[src/hw/rtl/pco_pkg.sv]
// ----------------------------------------------------------------------------
// pco_pkg
// shared constants, register indexes and cursor shape lookup for the
// pointer cursor overlay
// ----------------------------------------------------------------------------
package pco_pkg;

   localparam int PIXEL_BITS_DEF = 32;
   localparam int COORD_BITS_DEF = 12;

   localparam int PIX_COORD_BITS = 12;
   localparam int MOVE_BITS      = 16;
   localparam int SIZE_BITS      = 13;
   localparam int CSR_INDEX_BITS = 4;
   localparam int CSR_DATA_BITS  = 32;

   localparam logic [CSR_INDEX_BITS-1:0] REG_DISPLAY_WIDTH  = 4'd0;
   localparam logic [CSR_INDEX_BITS-1:0] REG_DISPLAY_HEIGHT = 4'd1;
   localparam logic [CSR_INDEX_BITS-1:0] REG_CURSOR_FG      = 4'd2;
   localparam logic [CSR_INDEX_BITS-1:0] REG_CURSOR_BG      = 4'd3;

   localparam logic [SIZE_BITS-1:0]     RESET_WIDTH  = 13'd640;
   localparam logic [SIZE_BITS-1:0]     RESET_HEIGHT = 13'd480;
   localparam logic [CSR_DATA_BITS-1:0] RESET_FG     = 32'h00FF_FFFF;
   localparam logic [CSR_DATA_BITS-1:0] RESET_BG     = 32'h0000_0000;

   localparam logic REQ_MOTION = 1'b0;
   localparam logic REQ_PIXEL  = 1'b1;
   localparam logic AXIS_X     = 1'b0;
   localparam logic AXIS_Y     = 1'b1;

   localparam int SHAPE_W = 7;
   localparam int SHAPE_H = 15;
   localparam int HOT_X   = 3;
   localparam int HOT_Y   = 7;

   typedef enum logic [1:0] {
      CELL_CLEAR,
      CELL_FG,
      CELL_BG
   } cell_type;

   // rows: top bar, star bar, crossing, stem, crossing, star bar, bottom bar
   function automatic cell_type shape_cell(input logic [3:0] row, input logic [2:0] col);
      cell_type c;
      c = CELL_CLEAR;
      if (row == 4'd0 || row == 4'd14) begin
         c = CELL_BG;
      end else if (row == 4'd1 || row == 4'd13) begin
         c = (col == 3'd0 || col == 3'd6) ? CELL_BG : CELL_FG;
      end else if (row == 4'd2 || row == 4'd12) begin
         c = (col == 3'd3) ? CELL_FG : CELL_BG;
      end else if (row inside {[4'd3:4'd11]}) begin
         case (col)
            3'd2, 3'd4: c = CELL_BG;
            3'd3:       c = CELL_FG;
            default:    c = CELL_CLEAR;
         endcase
      end
      return c;
   endfunction

endpackage

[src/hw/rtl/pointer_cursor_overlay_unit.sv]
// rsp valid follows the req accept through the input register, then the result register
// throughput: one word per cycle while rsp is not stalled, motion and pixel words alike
// rsp stall holds the result register and backs up into the input register
// reset: synchronous, active high; display 640x480, fg 0xFFFFFF, bg 0,
// pointer at (320, 240), both pipeline stages empty
// ----------------------------------------------------------------------------
// pointer_cursor_overlay_unit
// hardware pointer cursor: clamped relative motion and a fixed 7x15
// shape composited over the scan-out pixel stream
// ----------------------------------------------------------------------------
module pointer_cursor_overlay_unit #(
   parameter int PIXEL_BITS = pco_pkg::PIXEL_BITS_DEF,
   parameter int COORD_BITS = pco_pkg::COORD_BITS_DEF
) (
   input  logic                                clock,
   input  logic                                reset,

   input  logic                                req_valid,
   output logic                                req_stall,
   input  logic                                req_type,
   input  logic                                req_move_axis,
   input  logic signed [pco_pkg::MOVE_BITS-1:0] req_move_delta,
   input  logic [pco_pkg::PIX_COORD_BITS-1:0]  req_pixel_x,
   input  logic [pco_pkg::PIX_COORD_BITS-1:0]  req_pixel_y,
   input  logic [PIXEL_BITS-1:0]               req_pixel_in,

   output logic                                rsp_valid,
   input  logic                                rsp_stall,
   output logic [PIXEL_BITS-1:0]               rsp_pixel_out,
   output logic [pco_pkg::PIX_COORD_BITS-1:0]  rsp_pointer_x,
   output logic [pco_pkg::PIX_COORD_BITS-1:0]  rsp_pointer_y,

   input  logic                                csr_valid,
   output logic                                csr_ready,
   input  logic [pco_pkg::CSR_INDEX_BITS-1:0]  csr_index,
   input  logic [pco_pkg::CSR_DATA_BITS-1:0]   csr_wdata
);
   import pco_pkg::*;

   localparam int EFF_BITS = (COORD_BITS + 1 > SIZE_BITS) ? COORD_BITS + 1 : SIZE_BITS;
   localparam int PTR_BITS = (COORD_BITS > PIX_COORD_BITS) ? COORD_BITS : PIX_COORD_BITS;
   localparam int SUM_BITS = ((PTR_BITS > MOVE_BITS) ? PTR_BITS : MOVE_BITS) + 2;
   localparam int DIF_BITS = PTR_BITS + 2;

   localparam logic [EFF_BITS-1:0] SIZE_LIMIT = EFF_BITS'(1) << COORD_BITS;
   localparam logic [PTR_BITS-1:0] RESET_COL  = PTR_BITS'(RESET_WIDTH >> 1);
   localparam logic [PTR_BITS-1:0] RESET_ROW  = PTR_BITS'(RESET_HEIGHT >> 1);

   // configuration
   logic [SIZE_BITS-1:0]  width_ff, height_ff;
   logic [PIXEL_BITS-1:0] fg_ff, bg_ff;

   // pointer state
   logic [PTR_BITS-1:0] col_ff, row_ff, col_in, row_in;

   // input register
   logic                      s1_valid_ff;
   logic                      s1_type_ff, s1_axis_ff;
   logic signed [MOVE_BITS-1:0] s1_delta_ff;
   logic [PIX_COORD_BITS-1:0] s1_x_ff, s1_y_ff;
   logic [PIXEL_BITS-1:0]     s1_pixel_ff;

   // result register
   logic                      rsp_valid_ff;
   logic [PIXEL_BITS-1:0]     pixel_out_ff, pixel_out_in;
   logic [PIX_COORD_BITS-1:0] ptr_x_ff, ptr_y_ff;

   logic advance;
   logic load_s1;

   logic [EFF_BITS-1:0] width_eff, height_eff, move_size;
   logic [PTR_BITS-1:0] move_cur, move_new;
   logic signed [SUM_BITS-1:0] move_sum;
   logic in_display;
   logic signed [DIF_BITS-1:0] dx, dy;
   logic in_shape;
   cell_type shape_hit;

   assign advance   = !rsp_valid_ff || !rsp_stall;
   assign req_stall = s1_valid_ff && !advance;
   assign load_s1   = req_valid && !req_stall;
   assign csr_ready = 1'b1;

   assign rsp_valid     = rsp_valid_ff;
   assign rsp_pixel_out = pixel_out_ff;
   assign rsp_pointer_x = ptr_x_ff;
   assign rsp_pointer_y = ptr_y_ff;

   always_comb begin
      width_eff = EFF_BITS'(width_ff);
      if (width_ff == '0) begin
         width_eff = EFF_BITS'(1);
      end else if (EFF_BITS'(width_ff) > SIZE_LIMIT) begin
         width_eff = SIZE_LIMIT;
      end
      height_eff = EFF_BITS'(height_ff);
      if (height_ff == '0) begin
         height_eff = EFF_BITS'(1);
      end else if (EFF_BITS'(height_ff) > SIZE_LIMIT) begin
         height_eff = SIZE_LIMIT;
      end
   end

   // clamped relative motion
   always_comb begin
      move_cur  = (s1_axis_ff == AXIS_X) ? col_ff : row_ff;
      move_size = (s1_axis_ff == AXIS_X) ? width_eff : height_eff;
      move_sum  = $signed(SUM_BITS'(move_cur)) + SUM_BITS'(s1_delta_ff);
      if (move_sum < 0) begin
         move_new = '0;
      end else if (move_sum >= $signed(SUM_BITS'(move_size))) begin
         move_new = PTR_BITS'(move_size - EFF_BITS'(1));
      end else begin
         move_new = PTR_BITS'(move_sum);
      end
      col_in = col_ff;
      row_in = row_ff;
      if (s1_valid_ff && advance && s1_type_ff == REQ_MOTION) begin
         if (s1_axis_ff == AXIS_X) begin
            col_in = move_new;
         end else begin
            row_in = move_new;
         end
      end
   end

   // shape compositing
   always_comb begin
      in_display = (EFF_BITS'(s1_x_ff) < width_eff) && (EFF_BITS'(s1_y_ff) < height_eff);
      dx = $signed(DIF_BITS'(s1_x_ff)) - $signed(DIF_BITS'(col_ff)) + DIF_BITS'(HOT_X);
      dy = $signed(DIF_BITS'(s1_y_ff)) - $signed(DIF_BITS'(row_ff)) + DIF_BITS'(HOT_Y);
      in_shape = (dx >= 0) && (dx < DIF_BITS'(SHAPE_W)) && (dy >= 0) && (dy < DIF_BITS'(SHAPE_H));
      shape_hit = shape_cell(dy[3:0], dx[2:0]);
      pixel_out_in = s1_pixel_ff;
      if (s1_type_ff == REQ_PIXEL && in_display && in_shape) begin
         case (shape_hit)
            CELL_FG: pixel_out_in = fg_ff;
            CELL_BG: pixel_out_in = bg_ff;
            default: pixel_out_in = s1_pixel_ff;
         endcase
      end
   end

   always_ff @(posedge clock) begin
      if (reset) begin
         width_ff  <= RESET_WIDTH;
         height_ff <= RESET_HEIGHT;
         fg_ff     <= PIXEL_BITS'(RESET_FG);
         bg_ff     <= PIXEL_BITS'(RESET_BG);
      end else if (csr_valid && csr_ready) begin
         case (csr_index)
            REG_DISPLAY_WIDTH:  width_ff  <= csr_wdata[SIZE_BITS-1:0];
            REG_DISPLAY_HEIGHT: height_ff <= csr_wdata[SIZE_BITS-1:0];
            REG_CURSOR_FG:      fg_ff     <= csr_wdata[PIXEL_BITS-1:0];
            REG_CURSOR_BG:      bg_ff     <= csr_wdata[PIXEL_BITS-1:0];
            default: ;
         endcase
      end
   end

   always_ff @(posedge clock) begin
      if (reset) begin
         col_ff       <= RESET_COL;
         row_ff       <= RESET_ROW;
         s1_valid_ff  <= 1'b0;
         rsp_valid_ff <= 1'b0;
      end else begin
         col_ff <= col_in;
         row_ff <= row_in;
         if (!req_stall) begin
            s1_valid_ff <= req_valid;
         end
         if (advance) begin
            rsp_valid_ff <= s1_valid_ff;
         end
      end
   end

   always_ff @(posedge clock) begin
      if (load_s1) begin
         s1_type_ff  <= req_type;
         s1_axis_ff  <= req_move_axis;
         s1_delta_ff <= req_move_delta;
         s1_x_ff     <= req_pixel_x;
         s1_y_ff     <= req_pixel_y;
         s1_pixel_ff <= req_pixel_in;
      end
      if (s1_valid_ff && advance) begin
         pixel_out_ff <= pixel_out_in;
         ptr_x_ff     <= col_in[PIX_COORD_BITS-1:0];
         ptr_y_ff     <= row_in[PIX_COORD_BITS-1:0];
      end
   end

`ifndef SYNTHESIS
   a_stall_only_when_full: assert property (@(posedge clock) disable iff (reset)
      req_stall |-> s1_valid_ff && rsp_valid_ff)
      else $error("input stalled with a free stage");

   a_col_clamped: assert property (@(posedge clock) disable iff (reset)
      s1_valid_ff && advance && s1_type_ff == REQ_MOTION && s1_axis_ff == AXIS_X
      |=> EFF_BITS'(col_ff) < $past(width_eff))
      else $error("pointer column beyond display width");

   a_row_clamped: assert property (@(posedge clock) disable iff (reset)
      s1_valid_ff && advance && s1_type_ff == REQ_MOTION && s1_axis_ff == AXIS_Y
      |=> EFF_BITS'(row_ff) < $past(height_eff))
      else $error("pointer row beyond display height");

   a_offscreen_passthrough: assert property (@(posedge clock) disable iff (reset)
      s1_valid_ff && advance && !in_display
      |=> pixel_out_ff == $past(s1_pixel_ff))
      else $error("pixel outside display was altered");
`endif

endmodule
[config.mk]
export PLATFORM = sky130hd
export DESIGN_NAME = pointer_cursor_overlay_unit
export DESIGN_NICKNAME = d
export VERILOG_FILES = /design/src/hw/rtl/pco_pkg.sv /design/src/hw/rtl/pointer_cursor_overlay_unit.sv
export SDC_FILE = /design/constraint.sdc
export NUM_CORES = 1
export LEC_CHECK = 0
export BUFFER_PORTS_ARGS = -buffer_cell sky130_fd_sc_hd__buf_2
export CORE_MARGIN = 3
export CORE_UTILIZATION = 58
export DETAILED_ROUTE_END_ITERATION = 8
export GPL_ROUTABILITY_DRIVEN = 0
export PLACE_DENSITY = 0.8
export SLEW_MARGIN = 10
export SYNTH_ARGS = -nofsm -noshare
export SYNTH_HDL_FRONTEND = slang
export SYNTH_SLANG_ARGS = --single-unit
[constraint.sdc]
create_clock -name clock -period 7.15 [get_ports clock]
set_input_delay 0.715 -clock clock [delete_from_list [all_inputs] [get_ports clock]]
set_output_delay 0.715 -clock clock [all_outputs]
set_load 0.1 [all_outputs]
Word-level counts from Yosys, hierarchy flattened
Cells that the tools add are included.
{ "word_totals": {"elab_cells": 101, "register_bits": 246, "output_inout_bits": 59} }
{ "classes": {"order_cmp": 12, "n_eq_ne": 14, "n_reduce_logical": 30, "addsub": 6, "muxes": 21, "bitwise_logic": 1} }
{ "op_table": {"columns": ["cell", "count"], "rows": [
  ["12-bit 2-to-1 mux", 7],
  ["13-bit 2-to-1 mux", 5],
  ["32-bit one-hot mux with 2 select lines", 1],
  ["32-bit 2-to-1 mux", 1],
  ["14-bit by 1-bit greater-or-equal comparator with 1-bit output (second input constant)", 2],
  ["13-bit > comparator (second input constant)", 2],
  ["13-bit logical NOT", 2],
  ["12-bit by 13-bit < comparator with 1-bit output", 2],
  ["12-bit by 12-bit subtractor with 13-bit output", 2],
  ["13-bit by 16-bit adder with 17-bit output", 1],
  ["17-bit by 14-bit greater-or-equal comparator with 1-bit output", 1],
  ["17-bit by 1-bit < comparator with 1-bit output (second input constant)", 1],
  ["13-bit by 3-bit adder with 14-bit output (second input constant)", 1],
  ["13-bit by 4-bit adder with 14-bit output (second input constant)", 1],
  ["14-bit by 4-bit < comparator with 1-bit output (second input constant)", 1],
  ["14-bit by 5-bit < comparator with 1-bit output (second input constant)", 1],
  ["4-bit by 2-bit equality test with 1-bit output (second input constant)", 3],
  ["4-bit equality test (second input constant)", 3],
  ["2-bit 2-to-1 mux", 6],
  ["12-bit by 1-bit subtractor with 12-bit output (second input constant)", 1],
  ["1-bit logical AND", 11],
  ["4-bit by 1-bit equality test with 1-bit output (second input constant)", 2],
  ["4-bit logical NOT", 2],
  ["2-bit AND reduction", 4],
  ["12 further kinds", 21]
]} }

Logic depth before layout (Yosys ltp)
Gate-level depths: netlist of the first run.
{ "logic_depth": {"depth_word": 12, "mapped_depth": 24, "depth_no_buf": 21} }

Worst setup path after synthesis of the first run
Ideal clock, no wire load.
{ "synth_timing": {"kind": "register to register", "start": "register s1_axis_ff", "end": "register ptr_y_ff[6] (netlist: rsp_pointer_y[6]), data pin", "path_stages_with_launch": 25, "path_buffers": 4, "period_less_slack_ps": 5350, "path_slack_ps": 1800, "required_time_ps": 6880, "arrival_time_ps": 5080, "cell_sequence": "edfxtp_1 -> clkbuf_1 -> buf_1 -> clkbuf_1 -> nand2_1 -> o21ai_0 -> ha_1 -> o21ai_0 -> o21ai_0 -> a31oi_1 -> o21ai_1 -> a21o_1 -> a21oi_1 -> xor2_1 -> inv_1 -> ha_1 -> a21o_1 -> a21oi_1 -> o211ai_1 -> a311oi_1 -> o2111ai_1 -> or2_1 -> buf_2 -> o21ai_0 -> o21ai_0"} }
{ "synth_via": {"elab_chain_cells": 7, "elab_cells_between_ends": 10, "classes_between": "2 x add/sub; 2 x order compare; 6 x mux"} }
{ "synth_rtl": {"columns": ["item", "line_no", "source"], "rows": [
  ["start: declaration", "pointer_cursor_overlay_unit.sv:58", "logic s1_type_ff, s1_axis_ff;"],
  ["start signal: assignment", "pointer_cursor_overlay_unit.sv:182", "s1_axis_ff <= req_move_axis;"],
  ["12-bit 2-to-1 mux", "pointer_cursor_overlay_unit.sv:106", "move_cur = (s1_axis_ff == AXIS_X) ? col_ff : row_ff;"],
  ["13-bit by 16-bit adder with 17-bit output", "pointer_cursor_overlay_unit.sv:108", "move_sum = $signed(SUM_BITS'(move_cur)) + SUM_BITS'(s1_delta_ff);"],
  ["17-bit by 14-bit greater-or-equal comparator with 1-bit output", "pointer_cursor_overlay_unit.sv:111", "end else if (move_sum >= $signed(SUM_BITS'(move_size))) begin"],
  ["12-bit 2-to-1 mux", "pointer_cursor_overlay_unit.sv:111", null],
  ["12-bit 2-to-1 mux", "pointer_cursor_overlay_unit.sv:109", "if (move_sum < 0) begin"],
  ["12-bit 2-to-1 mux *", "pointer_cursor_overlay_unit.sv:119", "if (s1_axis_ff == AXIS_X) begin"],
  ["12-bit 2-to-1 mux *", "pointer_cursor_overlay_unit.sv:118", "if (s1_valid_ff && advance && s1_type_ff == REQ_MOTION) begin"],
  ["named net row_in[6]", "pointer_cursor_overlay_unit.sv:54", "logic [PTR_BITS-1:0] col_ff, row_ff, col_in, row_in;"],
  ["end signal: assignment", "pointer_cursor_overlay_unit.sv:191", "ptr_y_ff <= row_in[PIX_COORD_BITS-1:0];"],
  ["end: declaration", "pointer_cursor_overlay_unit.sv:66", "logic [PIX_COORD_BITS-1:0] ptr_x_ff, ptr_y_ff;"]
]} }
The timed path passes the listed nets; every way through them passes the cells marked *.
A chain may end at the register's enable or synchronous reset.

Worst setup path after layout of the first run
{ "layout_timing": {"start": "register s1_axis_ff", "end": "register col_ff[4]"} }
{ "layout_via": {"elab_chain_cells": 7, "elab_cells_between_ends": 10, "classes_between": "2 x add/sub; 2 x order compare; 6 x mux"} }
{ "layout_rtl": {"columns": ["item", "line_no", "source"], "rows": [
  ["12-bit 2-to-1 mux", "pointer_cursor_overlay_unit.sv:106", null],
  ["13-bit by 16-bit adder with 17-bit output", "pointer_cursor_overlay_unit.sv:108", null],
  ["17-bit by 14-bit greater-or-equal comparator with 1-bit output", "pointer_cursor_overlay_unit.sv:111", null],
  ["12-bit 2-to-1 mux", "pointer_cursor_overlay_unit.sv:111", null],
  ["12-bit 2-to-1 mux", "pointer_cursor_overlay_unit.sv:109", null],
  ["12-bit 2-to-1 mux *", "pointer_cursor_overlay_unit.sv:119", null],
  ["12-bit 2-to-1 mux *", "pointer_cursor_overlay_unit.sv:118", null],
  ["named net col_in[4]", "pointer_cursor_overlay_unit.sv:54", null],
  ["end signal: assignment", "pointer_cursor_overlay_unit.sv:168", "col_ff <= col_in;"],
  ["end: declaration", "pointer_cursor_overlay_unit.sv:54", null]
]} }
Marked as above.

==> results of run 1 <==
-- worst register-to-register path, stage by stage, from the launching register on --
cell and delay (ps):
edfxtp_1 690, inv_1 340, a21boi_0 440, inv_1 100
ha_1 310, a211oi_1 300, o21ai_0 150, a31oi_1 360
o21ai_1 190, a21o_1 220, a21oi_1 170, xor2_1 240
inv_1 70, ha_1 320, a21o_1 190, a21oi_1 130
o211ai_1 90, a311oi_1 260, o2111ai_1 350, nor2_1 840
o221ai_1 340, and2_1 250
-- area by class of cell --
class | count | area (um^2)
Fill cell | 1647 | 6600
Sequential cell | 246 | 6230
Multi-Input combinational cell | 912 | 6090
Timing Repair Buffer | 187 | 973
Clock buffer | 34 | 753
Tap cell | 275 | 344
Inverter | 59 | 221
Clock inverter | 14 | 134
Antenna cell | 3 | 7.51
-- power by group --
part	switching, W	internal, W	total, W
logic	0.000371	0.000173	0.000544
registers	0.0000309	0.00154	0.00157
clock network	0.000576	0.000787	0.00136
total	0.000977	0.00250	0.00348
-- stage by stage --
step	setup WS, ps	hold WS (ps)	instances	total power [W]
after floorplan	1800	436	1273	0.00199
after detailed placement	851	448	1679	0.00213
final	677	332	1730	0.00348
after global routing	114	309	1730	0.00361
after CTS	782	317	1727	0.00348
after global placement	979	441	1679	0.00212
-- layer usage --
metal  GRT usage  part of all wire  wire length [um]
met5           0           0.00023                 8
met3      0.0697              0.11              3660
met2       0.429              0.45             15400
met1       0.377              0.40             13700
met4       0.103             0.040              1370
-- path summary, 6_finish.rpt --
path	end	cells past startpoint	start
max	col_ff[4]	21	s1_axis_ff
min	s1_delta_ff[15]	1	req_move_delta[15]
max reg2reg	col_ff[4]	21	s1_axis_ff
min reg2reg	bg_ff[29]	2	bg_ff[29]
-- flip-flops by register name (all words and copies together) (netlist names) --
signal / cells
bg_ff: 32
fg_ff: 32
rsp_pixel_out: 32
s1_pixel_ff: 32
s1_delta_ff: 16
height_ff: 13
width_ff: 13
col_ff: 12
row_ff: 12
rsp_pointer_x: 12
rsp_pointer_y: 12
s1_x_ff: 12
s1_y_ff: 12
rsp_valid: 1
s1_axis_ff: 1
s1_type_ff: 1
s1_valid_ff: 1
-- Yosys cell counts, drive strengths merged, types with 10 or more instances --
master | n | share of area
a21o | 15 | 0.0088
a21oi | 83 | 0.033
a22o | 37 | 0.025
a31oi | 15 | 0.0074
buf | 11 | 0.0056
clkbuf | 45 | 0.013
dfxtp | 116 | 0.18
edfxtp | 130 | 0.31
ha | 75 | 0.074
inv | 59 | 0.017
mux2 | 36 | 0.032
mux2i | 37 | 0.029
nand2 | 212 | 0.062
nand2b | 23 | 0.011
nand3 | 59 | 0.023
nand4 | 16 | 0.0078
nor2 | 63 | 0.019
nor2b | 10 | 0.0049
nor3 | 12 | 0.0047
o211ai | 13 | 0.0076
o21ai | 43 | 0.017
xnor2 | 24 | 0.016
xor2 | 10 | 0.0069
-- cell families (layout without fill, tap and decap cells) --
group | after synthesis | after routing | synth area share
xor gates and xnor gates | 34 | 34 | 0.0233
muxes | 73 | 73 | 0.0608
other | 1 | 4 | 0.000294
AOI/OAI and AO/OA | 281 | 281 | 0.151
adders and majority gates | 78 | 78 | 0.0782
and+or+nand+nor | 445 | 445 | 0.163
DFF | 246 | 246 | 0.488
buffers and inverters | 115 | 294 | 0.0362
==> results.txt, run 1 <==
Clk Latency, worst-skew pair - 550 ps
Post-Syn Nets - 1466
DRT iter0 DRCs - 1208
Least-Margin Pin Slew - 1080 ps
CTS sink cnt - 246
clk buf depth - 3
Max Clk Rate - 0.154 GHz
Core Region - 21400 um^2
Setup CP Type - flop to flop
post-CTS sizing - 0
CP max FO - 18
Worst Hold Class - primary input to flop
Worst-path clk slew - 60 ps
Async S/R FF share, synth - 0
pwr/cell area - 236 nW/um^2
flops & latches, synth - 246
Total GRT Usage - 0.276
sequential fraction of the synthesis area - 0.488
Pleak - 6.00 nW
setup_tns - 0 ps
crit path cell chain - inv_1 > a21boi_0 > inv_1 > ha_1 > a211oi_1 > o21ai_0 > a31oi_1 > o21ai_1 > a21o_1 > a21oi_1 > xor2_1 > inv_1 > ha_1 > a21o_1 > a21oi_1 > o211ai_1 > a311oi_1 > o2111ai_1 > nor2_1 > o221ai_1 > and2_1
r2r setup slk - 680 ps
die area - 23800 um^2
First-pass DRT Iterations - 6
Post-DRT Antenna Nets - 0
relative slew slack - 0.278
CP Data Required Time - 7580 ps
Yosys cell types - 74
CTS root buf - clkbuf_16
unrepaired setup endpoints after global routing - no
NumNets Final - 1625
Die Ht - 154 um
crit path launch type - flop
Layout Skew - 27.4 ps
commonest non-fill, non-tap cell in the layout - nand2_1
worst vdd ir - 0.242 mV
hold buffer count at CTS - 0
antenna violations before repair - 4
cells after synthesis - 1273
Num CTS Buffers - 26
Placed Area - 13900 um^2
# H-tree levels - 1
post-route clock period utilization - 0.905
TritonCTS clock tree - yes
Fin. Hold Viols - 0
first-pass GRT wire length - 53200 um
vias in the first global route - 10200
crit path max-delay cell type - nor2_1
WP buf/inv - 3
DR vias/cell - 6.16
EDFF count, synth - 130
critical path arrival - 6910 ps
final wirelength - 34200 um
outcome - completed
setup bufs post-CTS - 0
die width - 154 um
Layout area overhead - 15.6%
Via Count - 10700
final instance area - 14800 um^2
most frequent cells in the layout - 212 x nand2_1, 172 x buf_2, 130 x edfxtp_1, 116 x dfxtp_1, 83 x a21oi_1
Final Max Slew Viols - 0
# setup viols final - 0
largest net degree at the start of global routing - 77
Final Util - 0.691
Avg Cell Area, Syn - 10.0 um^2
max cap viols - 0
drt drc - 0
yosys warns - 0
Worst setup EP type - flop
ys flop type - edfxtp_1
input/output buffers - 172
post-synthesis cell area - 12800 um^2
Ports - 174
crit-path max cell delay - 840 ps
layout cells sized above 1 - 0.171
CP top delay family - compound AO/OA/AOI/OAI gates
CP most frequent cell - inv_1
post-detail-place hpwl - 24600 um
post-layout min period - 6470 ps
GR Overflow Total - 0
row count - 53
post-DR wirelength/cell - 19.8 um
Starting Density - 0.598
Power figures use the tool's default switching activity.
==> inputs of run 2 (changes only) <==
- CORE_UTILIZATION: 58 -> 60
- PLACE_DENSITY: 0.8 -> 0.83
- SKIP_CTS_REPAIR_TIMING: unset -> 1
- clock period: 7.15 -> 7.5 ns (I/O delays scaled with it)
==> results.txt, run 2 (synthesized netlist as in run 1, its figures left out) <==
die width - 152 um (-1.6%)
max cap viols - 0 (unchanged)
post-detail-place hpwl - 24200 um (-1.4%)
Layout Skew - 27.0 ps (-0.444 ps)
TritonCTS clock tree - yes
switching share of power - 0.284 (+0.00272)
switching power - 0.000930 W (-4.8%)
crit path from - s1_axis_ff
CP max FO - 40 (+22)
crit path launch type - flop
FF-to-FF Start - s1_axis_ff
Core Region - 20600 um^2 (-3.7%)
Num CTS Buffers - 27 (+3.8%)
outcome - completed
R2R Path End - rsp_pointer_x[7]
Layout area overhead - 15.3%
Via Count - 10800 (+1.1%)
final instance area - 14700 um^2 (-0.22%)
Pwr Total - 0.00328 W (-5.7%)
cells on worst reg2reg path - 20 (-4.8%)
# H-tree levels - 1 (unchanged)
unrepaired setup endpoints after global routing - no
Final Util - 0.716 (+0.0251)
Worst setup EP type - flop
Max Clk Rate - 0.157 GHz (+1.9%)
layout cells sized above 1 - 0.169 (-0.00230)
most frequent cells in the layout - 212 x nand2_1, 172 x buf_2, 130 x edfxtp_1, 116 x dfxtp_1, 83 x a21oi_1
CTS sink cnt - 246 (unchanged)
Placed Area - 13900 um^2 (about the same)
input/output buffers - 172 (unchanged)
die area - 23100 um^2 (-3.2%)
relative slew slack - 0.281 (+0.00380)
Die Ht - 152 um (-1.6%)
pwr/cell area - 223 nW/um^2 (-5.5%)
Min Hold Slack - 368 ps (+36.1 ps)
Clk Latency, worst-skew pair - 550 ps (about the same)
Fin. Hold Viols - 0 (unchanged)
worst vdd ir - 0.204 mV (-16%)
DR vias/cell - 6.22 (+1.0%)
Worst-path clk slew - 60 ps (about the same)
commonest non-fill, non-tap cell in the layout - nand2_1
setup_tns - 0 ps (unchanged)
HP Start - req_pixel_in[15]
critical path arrival - 6650 ps (-260 ps)
Final Max Slew Viols - 0 (unchanged)
First-pass DRT Iterations - 6 (unchanged)
first-pass GRT wire length - 54100 um (+1.8%)
power share of the clock group - 0.384 (-0.007)
antenna violations before repair - 8 (+4)
r2r setup slk - 1150 ps (+470 ps)
Reg power frac - 0.457 (+0.005)
clk buf depth - 3 (unchanged)
# setup viols final - 0 (unchanged)
CP Data Required Time - 7790 ps (+210 ps)
CTS root buf - clkbuf_16
Total GRT Usage - 0.285 (+0.00912)
GR Overflow Total - 0 (unchanged)
row count - 52 (-1.9%)
Post-DRT Antenna Nets - 0 (unchanged)
Worst Hold Class - primary input to flop
Least-Margin Pin Slew - 1080 ps (-5.68 ps)
Starting Density - 0.621 (+0.0231)
Setup crit end - rsp_pointer_x[7]
DRT iter0 DRCs - 1153 (-4.6%)
Ports - 174 (unchanged)
Comb pwr share - 0.159 (+0.003)
vias in the first global route - 10200 (+0.58%)
Setup CP Type - flop to flop
NumNets Final - 1626 (+0.062%)
Pleak - 5.98 nW (-0.34%)
Power Internal - 0.00235 W (-6.1%)
final wirelength - 34500 um (+0.83%)
largest net degree at the start of global routing - 57 (-26%)
post-route clock period utilization - 0.847 (-0.0580)
post-DR wirelength/cell - 19.9 um (+0.71%)
post-layout min period - 6350 ps (-118 ps)
drt drc - 0 (unchanged)
Filler Cells Inserted - 1538 (-6.6%)
run 2: cell count changes in the layout (fill, tap and decap cells not counted), sizes merged:
cell,delta
clkinv,-8
clkbuf,+7
diode,+5
bufinv,-1
clkinvlp,+1
inv,+3
run 2: critical path, cell delays in order (launching register included):
cell	delay, ps
edfxtp_1	320
buf_4	340
inv_1	300
a21boi_0	440
inv_1	90
ha_1	300
a211oi_1	270
o21ai_0	140
a31oi_1	360
o21ai_1	180
a21o_1	210
a21oi_1	170
xor2_1	250
inv_1	70
ha_1	300
o2111ai_1	130
or3b_2	450
o2111ai_1	560
or2_1	550
mux2_2	440
a22o_1	220
run 2: worst min-delay path by stage:
stage | end | depth (start not counted)
after floorplan | fg_ff[24] | 2
after global placement | bg_ff[4] | 2
after detailed placement | bg_ff[24] | 2
after CTS | s1_pixel_ff[22] | 1
after global routing | s1_pixel_ff[17] | 1
final | s1_pixel_ff[15] | 1
run 2: layout make-up:
class / instances / area [um^2] / area share
Clock buffer: 41 / 768 / 0.0522
Multi-Input combinational cell: 912 / 6090 / 0.414
Clock inverter: 9 / 80.1 / 0.00544
Sequential cell: 246 / 6230 / 0.423
Inverter: 59 / 221 / 0.0150
Timing Repair Buffer: 187 / 973 / 0.0661
Tap cell: 270 / 338 / 0.0229
Antenna cell: 8 / 20.0 / 0.00136
run 2: per-layer routing:
layer  part of all wire  up-vias  track usage
met5            0.00070        -            0
li1                   -     4998            -
met4              0.040        2        0.113
met1               0.40     5063        0.390
met3               0.10      102       0.0654
met2               0.45      607        0.444
run 2: per-stage QoR:
step / setup slack, ps / std cells
finish: 1150 / 1732
global route: 580 / 1731
CTS: 1190 / 1724
detailed placement: 1250 / 1674
global placement: 1420 / 1674
floorplan: 2150 / 1273
run 2: power groups by stage:
stage	Sequential (W)	Combinational [W]	Clock [W]
3_3_place_gp	0.00153	0.000498	0
5_1_grt	0.00150	0.000562	0.00132
3_5_place_dp	0.00153	0.000509	0
6_report	0.00150	0.000522	0.00126
4_1_cts	0.00150	0.000515	0.00127
2_1_floorplan	0.00161	0.000280	0
==> inputs of run 3 (changes only) <==
- CORE_UTILIZATION: 60 -> 58
- PLACE_DENSITY: 0.83 -> 0.8
- clock period: 7.5 -> 6.35 ns (I/O delays scaled with it)
==> results.txt, run 3 (synthesized netlist as in run 1, its figures left out) <==
relative slew slack - 0.336 (+0.0543)
layout cells sized above 1 - 0.173 (+0.00344)
antenna violations before repair - 2 (-6)
clk buf depth - 3 (unchanged)
Layout Skew - 14.1 ps (-12.8 ps)
Total GRT Usage - 0.273 (-0.0122)
CTS root buf - clkbuf_16
commonest non-fill, non-tap cell in the layout - nand2_1
Num CTS Buffers - 26 (-3.7%)
setup_tns - 0 ps (unchanged)
post-route clock period utilization - 0.910 (+0.0623)
Pleak - 5.99 nW (about the same)
DR vias/cell - 6.12 (-1.5%)
Max Clk Rate - 0.173 GHz (+10%)
CP top delay family - compound AO/OA/AOI/OAI gates
Filler Cells Inserted - 1631 (+6.0%)
CTS sink cnt - 246 (unchanged)
crit path max-delay cell type - fa_1
Layout area overhead - 15.1%
Setup CP Type - flop to flop
drt drc - 0 (unchanged)
max cap viols - 0 (unchanged)
Ports - 174 (unchanged)
Die Ht - 154 um (+1.6%)
unrepaired setup endpoints after global routing - no
crit path launch type - flop
Core Region - 21400 um^2 (+3.9%)
TritonCTS clock tree - yes
Worst-path clk slew - 70 ps (about the same)
Least-Margin Pin Slew - 996 ps (-79.1 ps)
NumNets Final - 1627 (+0.062%)
die area - 23800 um^2 (+3.3%)
row count - 53 (+1.9%)
post-DR wirelength/cell - 19.6 um (-1.7%)
CP Data Required Time - 6640 ps (-1150 ps)
CP most frequent cell - ha_1
critical path arrival - 6060 ps (-590 ps)
vias in the first global route - 9908 (-3.1%)
crit path cell chain - inv_1 > ha_1 > inv_1 > fa_1 > nor2b_1 > ha_1 > xnor2_1 > nor2_1 > nand2_1 > a221oi_1 > a32o_1 > ha_1 > nand2b_1 > a221o_1 > a211oi_1 > o2111ai_1 > nor3_1 > o2111ai_1 > a2111oi_4 > buf_4 > mux2_2
Starting Density - 0.598 (-0.0231)
worst vdd ir - 0.176 mV (-13%)
final cell count without fillers - 1730 (-0.12%)
# setup viols final - 0 (unchanged)
most frequent cells in the layout - 212 x nand2_1, 172 x buf_2, 130 x edfxtp_1, 116 x dfxtp_1, 83 x a21oi_1
Clk Latency, worst-skew pair - 540 ps (about the same)
pwr/cell area - 261 nW/um^2 (+17%)
DP Cell Count - 1681 (+0.42%)
input/output buffers - 172 (unchanged)
Post-DRT Antenna Nets - 0 (unchanged)
outcome - completed
largest net degree at the start of global routing - 78 (+37%)
Min Hold Slack - 265 ps (-103 ps)
die width - 154 um (+1.6%)
WP buf/inv - 3 (-1)
First-pass DRT Iterations - 7 (+1)
final wirelength - 33900 um (-1.8%)
first-pass GRT wire length - 52500 um (-3.0%)
Via Count - 10600 (-1.7%)
post-layout min period - 5780 ps (-579 ps)
Final Max Slew Viols - 0 (unchanged)
DRT iter0 DRCs - 1246 (+8.1%)
crit-path max cell delay - 490 ps (-70 ps)
Fin. Hold Viols - 0 (unchanged)
post-detail-place hpwl - 24400 um (+0.54%)
Worst setup EP type - flop
Worst Hold Class - primary input to flop
GR Overflow Total - 0 (unchanged)
# H-tree levels - 1 (unchanged)
CP max FO - 32 (-20%)
-- run 3: path summary, 6_finish.rpt --
kind	startpoint	endpoint	slack, ps	cells after the start
max	s1_x_ff[0]	rsp_pixel_out[0]	570	21
min	req_pixel_x[6]	s1_x_ff[6]	260	1
max reg2reg	s1_x_ff[0]	rsp_pixel_out[0]	570	21
min reg2reg	bg_ff[29]	bg_ff[29]	450	2
-- run 3: area by class of cell --
| class | instances | area [um^2] | share of cell area |
|---|---|---|---|
| sequential | 246 | 6230 | 0.424 |
| clock inverter | 13 | 78.8 | 0.00536 |
| timing repair buffer | 189 | 988 | 0.0673 |
| tap | 275 | 344 | 0.0234 |
| antenna | 1 | 2.50 | 0.000170 |
| clock buffer | 35 | 736 | 0.0501 |
| multi-input combinational | 912 | 6100 | 0.415 |
| inverter | 59 | 221 | 0.0151 |
-- run 3: where the power goes --
part / switching [W] / internal, W / leakage (nW)
clock network: 0.000626 / 0.000815 / 0.409
logic: 0.000420 / 0.000197 / 3.39
registers: 0.0000329 / 0.00174 / 2.18
-- run 3: through the flow --
stage / power (W) / utilization / worst slack (ps) / instance area, um^2
2_1_floorplan: 0.00224 / - / 1000 / 12800
3_3_place_gp: 0.00239 / 0.650 / 577 / 13900
3_5_place_dp: 0.00241 / 0.650 / 483 / 13900
4_1_cts: 0.00384 / 0.688 / 440 / 14700
5_1_grt: 0.00397 / 0.688 / 115 / 14700
6_report: 0.00383 / 0.688 / 574 / 14700
-- run 3: layer usage --
layer	vias up	global-route usage	part of all wire
li1	4984	-	-
met1	4996	0.388	0.41
met2	516	0.420	0.45
met3	96	0.0548	0.097
met4	2	0.0976	0.036
met5	-	0	0.00038
